<file path="src/sv/iia_pkg.sv">
package iia_pkg;

    localparam int DEPTH   = 64;
    localparam int WORD_W  = 32;
    localparam int POS_W   = 7;
    localparam int FUNC_W  = 2;
    localparam int STAT_W  = 2;
    localparam int GROUP   = 8;
    localparam int NGRP    = (DEPTH + GROUP - 1) / GROUP;

    localparam logic [FUNC_W-1:0] OP_APPEND = 2'd0;
    localparam logic [FUNC_W-1:0] OP_INSERT = 2'd1;
    localparam logic [FUNC_W-1:0] OP_EDIT   = 2'd2;
    localparam logic [FUNC_W-1:0] OP_GET    = 2'd3;

    localparam logic [STAT_W-1:0] ST_OK     = 2'd0;
    localparam logic [STAT_W-1:0] ST_BADIDX = 2'd1;
    localparam logic [STAT_W-1:0] ST_FULL   = 2'd2;

    typedef struct packed {
        logic              active;
        logic              insert_en;
        logic              write_en;
        logic              read_en;
        logic [POS_W-1:0]  tgt;
        logic [WORD_W-1:0] word;
    } cell_cmd_t;

endpackage

</file>
<file path="src/sv/iia_cell.sv">
module iia_cell
(
    input  logic                         clk,
    input  iia_pkg::cell_cmd_t           cmd,
    input  logic [iia_pkg::POS_W-1:0]    idx,
    input  logic [iia_pkg::WORD_W-1:0]   left_word,
    output logic [iia_pkg::WORD_W-1:0]   word,
    output logic [iia_pkg::WORD_W-1:0]   tap
);
    import iia_pkg::*;

    logic [WORD_W-1:0] word_reg;
    logic [WORD_W-1:0] word_next;
    logic [WORD_W-1:0] tap_reg;
    logic [WORD_W-1:0] tap_next;
    logic              hit;

    assign hit = (idx == cmd.tgt);

    always_comb
    begin
        word_next = word_reg;
        tap_next  = tap_reg;
        if (cmd.active)
        begin
            if (cmd.insert_en && (idx > cmd.tgt))
            begin
                word_next = left_word;
            end
            else if ((cmd.insert_en || cmd.write_en) && hit)
            begin
                word_next = cmd.word;
            end
            tap_next = (cmd.read_en && hit) ? word_reg : '0;
        end
    end

    always_ff @(posedge clk)
    begin
        word_reg <= word_next;
        tap_reg  <= tap_next;
    end

    assign word = word_reg;
    assign tap  = tap_reg;

endmodule

</file>
<file path="src/sv/iia_or_tree.sv">
module iia_or_tree
(
    input  logic                         clk,
    input  logic [iia_pkg::WORD_W-1:0]   taps [iia_pkg::DEPTH],
    output logic [iia_pkg::WORD_W-1:0]   result
);
    import iia_pkg::*;

    logic [WORD_W-1:0] grp_reg  [NGRP];
    logic [WORD_W-1:0] grp_next [NGRP];

    always_comb
    begin
        for (int g = 0; g < NGRP; g++)
        begin
            grp_next[g] = '0;
            for (int k = 0; k < GROUP; k++)
            begin
                if (g * GROUP + k < DEPTH)
                begin
                    grp_next[g] = grp_next[g] | taps[g * GROUP + k];
                end
            end
        end
    end

    always_ff @(posedge clk)
    begin
        for (int g = 0; g < NGRP; g++)
        begin
            grp_reg[g] <= grp_next[g];
        end
    end

    always_comb
    begin
        result = '0;
        for (int g = 0; g < NGRP; g++)
        begin
            result = result | grp_reg[g];
        end
    end

endmodule

</file>
<file path="src/sv/indexed_insert_array_unit.sv">
// Indexed insert array: an ordered row of signed 32-bit words with a fill count.
// The input channel (in_valid, in_ready) carries one word holding func, position
// and word_in: append, insert at position, edit at position or get at position.
// The output channel (out_valid, out_ready) returns one word per input word:
// word_out (the element read by a successful get, otherwise zero), status
// (ok, invalid index or full) and fill, the count after the operation.
// Each element sits in a cell of a chain; insert moves every element at or
// above the position one place up at once, and the cells record a read tap.
// A get is collected by an OR tree with one registered level of groups of eight.
// An item passes through accept, group reduction and final reduction, and
// out_valid rises when the final reduction is loaded into the output register.
// A new word is accepted only once the previous result has been loaded.
// When the receiver stalls, the result waits in the output register; one more
// word may be accepted and then waits in the final stage until it drains.
// Reset empties the array (fill count zero) and clears both channels; stored
// words are undefined until written.
module indexed_insert_array_unit
(
    input  logic                          clk,
    input  logic                          rst_n,
    input  logic                          in_valid,
    output logic                          in_ready,
    input  logic [iia_pkg::FUNC_W-1:0]    func,
    input  logic [iia_pkg::POS_W-1:0]     position,
    input  logic signed [iia_pkg::WORD_W-1:0] word_in,
    output logic                          out_valid,
    input  logic                          out_ready,
    output logic signed [iia_pkg::WORD_W-1:0] word_out,
    output logic [iia_pkg::STAT_W-1:0]    status,
    output logic [iia_pkg::POS_W-1:0]     fill
);
    import iia_pkg::*;

    typedef enum logic [2:0]
    {
        S_IDLE  = 3'b001,
        S_GROUP = 3'b010,
        S_FINAL = 3'b100
    } state_t;

    state_t            state_reg, state_next;
    logic [POS_W-1:0]  count_reg, count_next;
    logic [STAT_W-1:0] stat_reg, stat_next;
    logic              out_valid_reg, out_valid_next;
    logic [WORD_W-1:0] word_out_reg;
    logic [STAT_W-1:0] status_reg;
    logic [POS_W-1:0]  fill_reg;

    logic              accept;
    logic              full;
    logic              ok;
    logic              load_out;
    logic [STAT_W-1:0] st;
    cell_cmd_t         cmd;
    logic [WORD_W-1:0] words [DEPTH];
    logic [WORD_W-1:0] taps  [DEPTH];
    logic [WORD_W-1:0] rd_word;

    assign in_ready = (state_reg == S_IDLE);
    assign accept   = in_valid && in_ready;
    assign full     = (count_reg >= POS_W'(DEPTH));

    always_comb
    begin
        unique case (func)
            OP_APPEND: st = full ? ST_FULL : ST_OK;
            OP_INSERT: st = (position > count_reg) ? ST_BADIDX : (full ? ST_FULL : ST_OK);
            default:   st = (position >= count_reg) ? ST_BADIDX : ST_OK;
        endcase
    end

    assign ok = (st == ST_OK);

    always_comb
    begin
        cmd.active    = accept;
        cmd.insert_en = ok && (func == OP_INSERT);
        cmd.write_en  = ok && ((func == OP_APPEND) || (func == OP_EDIT));
        cmd.read_en   = ok && (func == OP_GET);
        cmd.tgt       = (func == OP_APPEND) ? count_reg : position;
        cmd.word      = word_in;
    end

    genvar i;
    generate
        for (i = 0; i < DEPTH; i++)
        begin : g_cell
            logic [WORD_W-1:0] left;
            if (i == 0)
            begin : g_first
                assign left = '0;
            end
            else
            begin : g_rest
                assign left = words[i-1];
            end
            iia_cell u_cell
            (
                .clk       (clk),
                .cmd       (cmd),
                .idx       (POS_W'(i)),
                .left_word (left),
                .word      (words[i]),
                .tap       (taps[i])
            );
        end
    endgenerate

    iia_or_tree u_tree
    (
        .clk    (clk),
        .taps   (taps),
        .result (rd_word)
    );

    assign load_out = (state_reg == S_FINAL) && (!out_valid_reg || out_ready);

    always_comb
    begin
        state_next     = state_reg;
        count_next     = count_reg;
        stat_next      = stat_reg;
        out_valid_next = out_valid_reg;
        if (out_valid_reg && out_ready)
        begin
            out_valid_next = 1'b0;
        end
        unique case (state_reg)
            S_IDLE:
            begin
                if (accept)
                begin
                    stat_next  = st;
                    state_next = S_GROUP;
                    if (ok && ((func == OP_APPEND) || (func == OP_INSERT)))
                    begin
                        count_next = count_reg + POS_W'(1);
                    end
                end
            end
            S_GROUP:
            begin
                state_next = S_FINAL;
            end
            S_FINAL:
            begin
                if (load_out)
                begin
                    out_valid_next = 1'b1;
                    state_next     = S_IDLE;
                end
            end
            default:
            begin
                state_next = S_IDLE;
            end
        endcase
    end

    always_ff @(posedge clk or negedge rst_n)
    begin
        if (!rst_n)
        begin
            state_reg     <= S_IDLE;
            count_reg     <= '0;
            stat_reg      <= ST_OK;
            out_valid_reg <= 1'b0;
        end
        else
        begin
            state_reg     <= state_next;
            count_reg     <= count_next;
            stat_reg      <= stat_next;
            out_valid_reg <= out_valid_next;
        end
    end

    always_ff @(posedge clk)
    begin
        if (load_out)
        begin
            word_out_reg <= rd_word;
            status_reg   <= stat_reg;
            fill_reg     <= count_reg;
        end
    end

    assign out_valid = out_valid_reg;
    assign word_out  = word_out_reg;
    assign status    = status_reg;
    assign fill      = fill_reg;

    a_count_bound: assert property (@(posedge clk) disable iff (!rst_n)
        count_reg <= POS_W'(DEPTH))
        else $error("fill count beyond capacity");

    a_accept_next: assert property (@(posedge clk) disable iff (!rst_n)
        accept |=> (state_reg == S_GROUP))
        else $error("accepted word did not enter group reduction");

    a_full_fill: assert property (@(posedge clk) disable iff (!rst_n)
        (out_valid && (status == ST_FULL)) |-> (fill == POS_W'(DEPTH)))
        else $error("full status with array not full");

    a_err_zero: assert property (@(posedge clk) disable iff (!rst_n)
        (out_valid && (status != ST_OK)) |-> (word_out == '0))
        else $error("error result carries a nonzero word");

endmodule
</file>
<file path="config.mk">
export PLATFORM = sky130hd
export DESIGN_NAME = indexed_insert_array_unit
export DESIGN_NICKNAME = d
export VERILOG_FILES = /design/src/sv/iia_pkg.sv /design/src/sv/iia_cell.sv /design/src/sv/iia_or_tree.sv /design/src/sv/indexed_insert_array_unit.sv
export SDC_FILE = /design/constraint.sdc
export NUM_CORES = 2
export LEC_CHECK = 0
export BUFFER_PORTS_ARGS = -buffer_cell sky130_fd_sc_hd__buf_2
export CAP_MARGIN = 20
export CORE_UTILIZATION = 57
export DETAILED_ROUTE_END_ITERATION = 16
export PLACE_DENSITY = 0.76
export SYNTH_ARGS = -nofsm -noshare
export SYNTH_HDL_FRONTEND = slang
export SYNTH_SLANG_ARGS = --single-unit
</file>
<file path="constraint.sdc">
create_clock -name clk -period 65.7 [get_ports clk]
set_clock_uncertainty 0.1 [all_clocks]
set_input_delay 9.855 -clock clk [delete_from_list [all_inputs] [get_ports clk]]
set_output_delay 9.855 -clock clk [all_outputs]
set_load 0.02 [all_outputs]
</file>
==> metrics.log <==
[metrics] kind of end point of the critical path: flip-flop
[metrics] Post-synth ARST share: 0.00295
[metrics] kind of start point of the critical path: primary input
[metrics] DRT antenna net count: 1
[metrics] starting density of the core: 0.575
[metrics] total global routing track utilization: 0.304
[metrics] cell area after placement: 182000 sq um
[metrics] first-pass GRT wire length: 672 mm
[metrics] violations in the final reports: antenna violations
[metrics] flops & latches, synth: 4406
[metrics] gate count of the mapped netlist: 10700
[metrics] num rows: 203
[metrics] clock root buffer: clkbuf_16
[metrics] setup_tns: 0 ns
[metrics] ordered list of cells on the worst path: buf_2 > nand2_4 > inv_8 > buf_4 > buf_4 > buf_12 > buf_4 > buf_4
[metrics] number of remaining DRC errors: 0
[metrics] overall overflow remaining after global route: 0
[metrics] CP Data Required Time: 66.18 ns
[metrics] count of buffers from port buffering: 87
[metrics] post-cts hold buffer count: 0
[metrics] number of DRC violations after detailed-routing iteration 0: 12100
[metrics] endpoints failing hold: 0
[metrics] largest net degree at the start of global routing: 192
[metrics] share of the cycle needed by the critical path after routing: 0.221
[metrics] vias per cell: 6.22
[metrics] number of levels in the clock H-tree: 5
[metrics] count of max-cap constraint violations: 0
[metrics] run status: finished, violations left
[metrics] power density over the cells: 33.0 nW/um^2
[metrics] floorplan die height: 558 um
[metrics] number of top-level pins: 88
[metrics] cell with the largest stage delay on the worst path: buf_4
[metrics] Area Overhead vs Synth: 11.8%
[metrics] post-CTS setup repair buffer count: 0
[metrics] delay of the slowest critical-path stage: 0.93 ns
[metrics] number of pins with negative max-slew slack in the final report: 0
[metrics] cell with the most instances on the worst path: buf_4
[metrics] post-CTS clock slew at the launch and capture registers of the worst setup and hold paths: 0.06 ns
[metrics] Max Clk Rate: 0.0690 GHz
[metrics] DIE AREA: 311000 sq um
[metrics] TritonCTS Buffers: 428
[metrics] per-instance average area after synthesis: 16.4 sq um
[metrics] syn_nets: 10800
[metrics] Crit Path Class: in -> reg
[metrics] Detailed Route WL: 476 mm
[metrics] Core ar.: 307000 sq um
[metrics] detailed-routing iteration count for the pre-antenna-repair pass: 5
[metrics] post-synthesis sequential area ratio: 0.736
[metrics] die width: 558 um
[metrics] ratio of cells with drive above 1 in the final layout: 0.277
[metrics] number of enable-type register cells in the synthesized netlist: 4137
[metrics] vias: 95100
[metrics] number of nets in the final layout: 10800
[metrics] Max clock buf depth: 4
[metrics] post_cts resized: 0
[metrics] HPWL Detailed: 290 mm
[metrics] Worst-Skew Late Latency: 1.01 ns
[metrics] arrival time of the worst setup path: 14.98 ns
[metrics] number of antenna violations at the first check in global routing: 40
[metrics] final-report setup violation count: 0
[metrics] total number of yosys warnings: 0
[metrics] post-synthesis cell area: 176000 sq um
[metrics] Synth Flop Type: edfxtp_1
[metrics] clock tree sinks: 4406
[metrics] final weighted congestion in routability-driven placement: 0.905
[metrics] top cell family by delay on the critical path: buffers and inverters
[metrics] worst voltage drop across the vdd grid: 28.9 uV
[metrics] maximum fanout count along the critical path: 146
[metrics] design area: 197000 sq um
[metrics] Routed WL per cell: 31.1 um
[metrics] vias in the first global route: 94200
[metrics] CTS tree: built
[metrics] combined buffer and inverter count along the critical path: 7
[metrics] worst hold path class: reg -> reg
[metrics] Relative slew margins: 0.138
[metrics] setup repair after global routing missed its margin: no
[metrics] transition time at the pin with the least slew margin: 1.28 ns
[metrics] min cycle time layout: 14.50 ns
[metrics] number of distinct standard cells referenced by the synthesized netlist: 91
[metrics] leakage power: 0.0659 uW
[area by class of cell]
cell class / instances / area, sq um
inverters: 13 / 56.3
flip-flops and latches: 4406 / 130000
clock inverters: 221 / 2750
multi-input cells: 5595 / 44900
well taps: 4100 / 5130
diodes: 36 / 90.1
fillers: 20400 / 109000
repair buffers: 330 / 2480
clock buffers: 589 / 12000
[final timing paths]
path                                            from  depth (start not counted)                        end  slack (ns)
setup reg to reg                        state_reg[0]                          8  g_cell[54].u_cell.tap[19]       59.13
min in group asynchronous                      rst_n                          1                  out_valid        8.71
hold / removal             g_cell[26].u_cell.tap[28]                          2     u_tree.grp_reg[0][124]        0.30
setup / recovery                            in_valid                          8  g_cell[54].u_cell.tap[19]       51.20
hold reg to reg            g_cell[26].u_cell.tap[28]                          2     u_tree.grp_reg[0][124]        0.30
max in group asynchronous                      rst_n                          1               state_reg[0]       56.46
[report_power, final]
| group | internal, uW | switching [uW] | leakage [uW] |
|---|---|---|---|
| registers | 3460 | 90.7 | 0.0409 |
| logic | 88.5 | 313 | 0.0178 |
| clock network | 1480 | 1070 | 0.00716 |
| total | 5020 | 1470 | 0.0659 |
[cells in the mapped netlist (all sizes together) (11+ instances only)]
master,number,area share
a21oi,19,0.00056
inv,12,0.00026
nand2,637,0.014
nand2b,11,0.00039
o21ai,34,0.0010
dfxtp,256,0.029
and2,2049,0.073
o32ai,17,0.00084
mux2,1922,0.12
nand3,22,0.00065
nor4,580,0.021
buf,227,0.0073
o31ai,27,0.0013
edfxtp,4137,0.70
clkbuf,493,0.011
nor2,94,0.0020
nor3,25,0.00097
dfrtp,12,0.0017
or2,12,0.00043
[metal layers]
layer | vias up | GRT usage | routed length [um]
met3 | 996 | 0.0449 | 44700
met2 | 5303 | 0.491 | 228000
li1 | 40000 | - | -
met1 | 48800 | 0.391 | 171000
met5 | - | 0 | 28
met4 | 6 | 0.187 | 32800
[cell usage in the layout (no fill, tap or decap), types with 39 or more instances in the layout]
master     synthesis  layout
bufinv_16          0      50
buf_4             31     256
clkbuf_1         492     103
nor2_1            91      43
clkinv_2           0      70
nor2_4             0      39
clkinv_1           1      53
nand2_1          629     625
edfxtp_1        4137    4137
clkbuf_8           0      52
buf_2            154      63
mux2_2          1856    1856
and2_1          2049    2049
clkbuf_16          0     434
dfxtp_1          256     256
nor4_1           579     567
[cells by family (layout without fill, tap and decap cells)]
family                   count (synthesis)  count (layout)  synth area share
flip-flops                            4406            4406             0.736
AND/OR/NAND/NOR                       3485            3485             0.114
buffers and inverters                  733            1153            0.0181
other                                    0              36                 0
XOR/XNOR                                 5               5          0.000248
adder cells (fa/ha/maj)                  9               9          0.000639
multiplexers                          1931            1931             0.124
AO/OA/AOI/OAI                          165             165           0.00717
[worst reg2reg max path: stages, from the launching register on]
cell	delay (ns)
dfstp_2	0.54
nor3b_1	0.40
nand2_4	0.38
inv_8	0.53
buf_4	0.67
buf_4	0.79
buf_12	0.58
buf_4	1.18
buf_4	0.98
[metrics by stage]
step / utilization / worst slack, ns / hold slack [ns] / instances / power (uW)
4_1_cts: 0.642 / 51.41 / 0.306 / 15200 / 6500
3_5_place_dp: 0.594 / 50.38 / 0.318 / 14400 / 4000
5_1_grt: 0.643 / 51.01 / 0.332 / 15300 / 6650
3_3_place_gp: 0.594 / 50.55 / 0.317 / 14400 / 3970
6_report: 0.643 / 51.20 / 0.304 / 15300 / 6490
2_1_floorplan: - / 1.62 / 0.305 / 10700 / 4930
(Power assumes the default switching activity.)
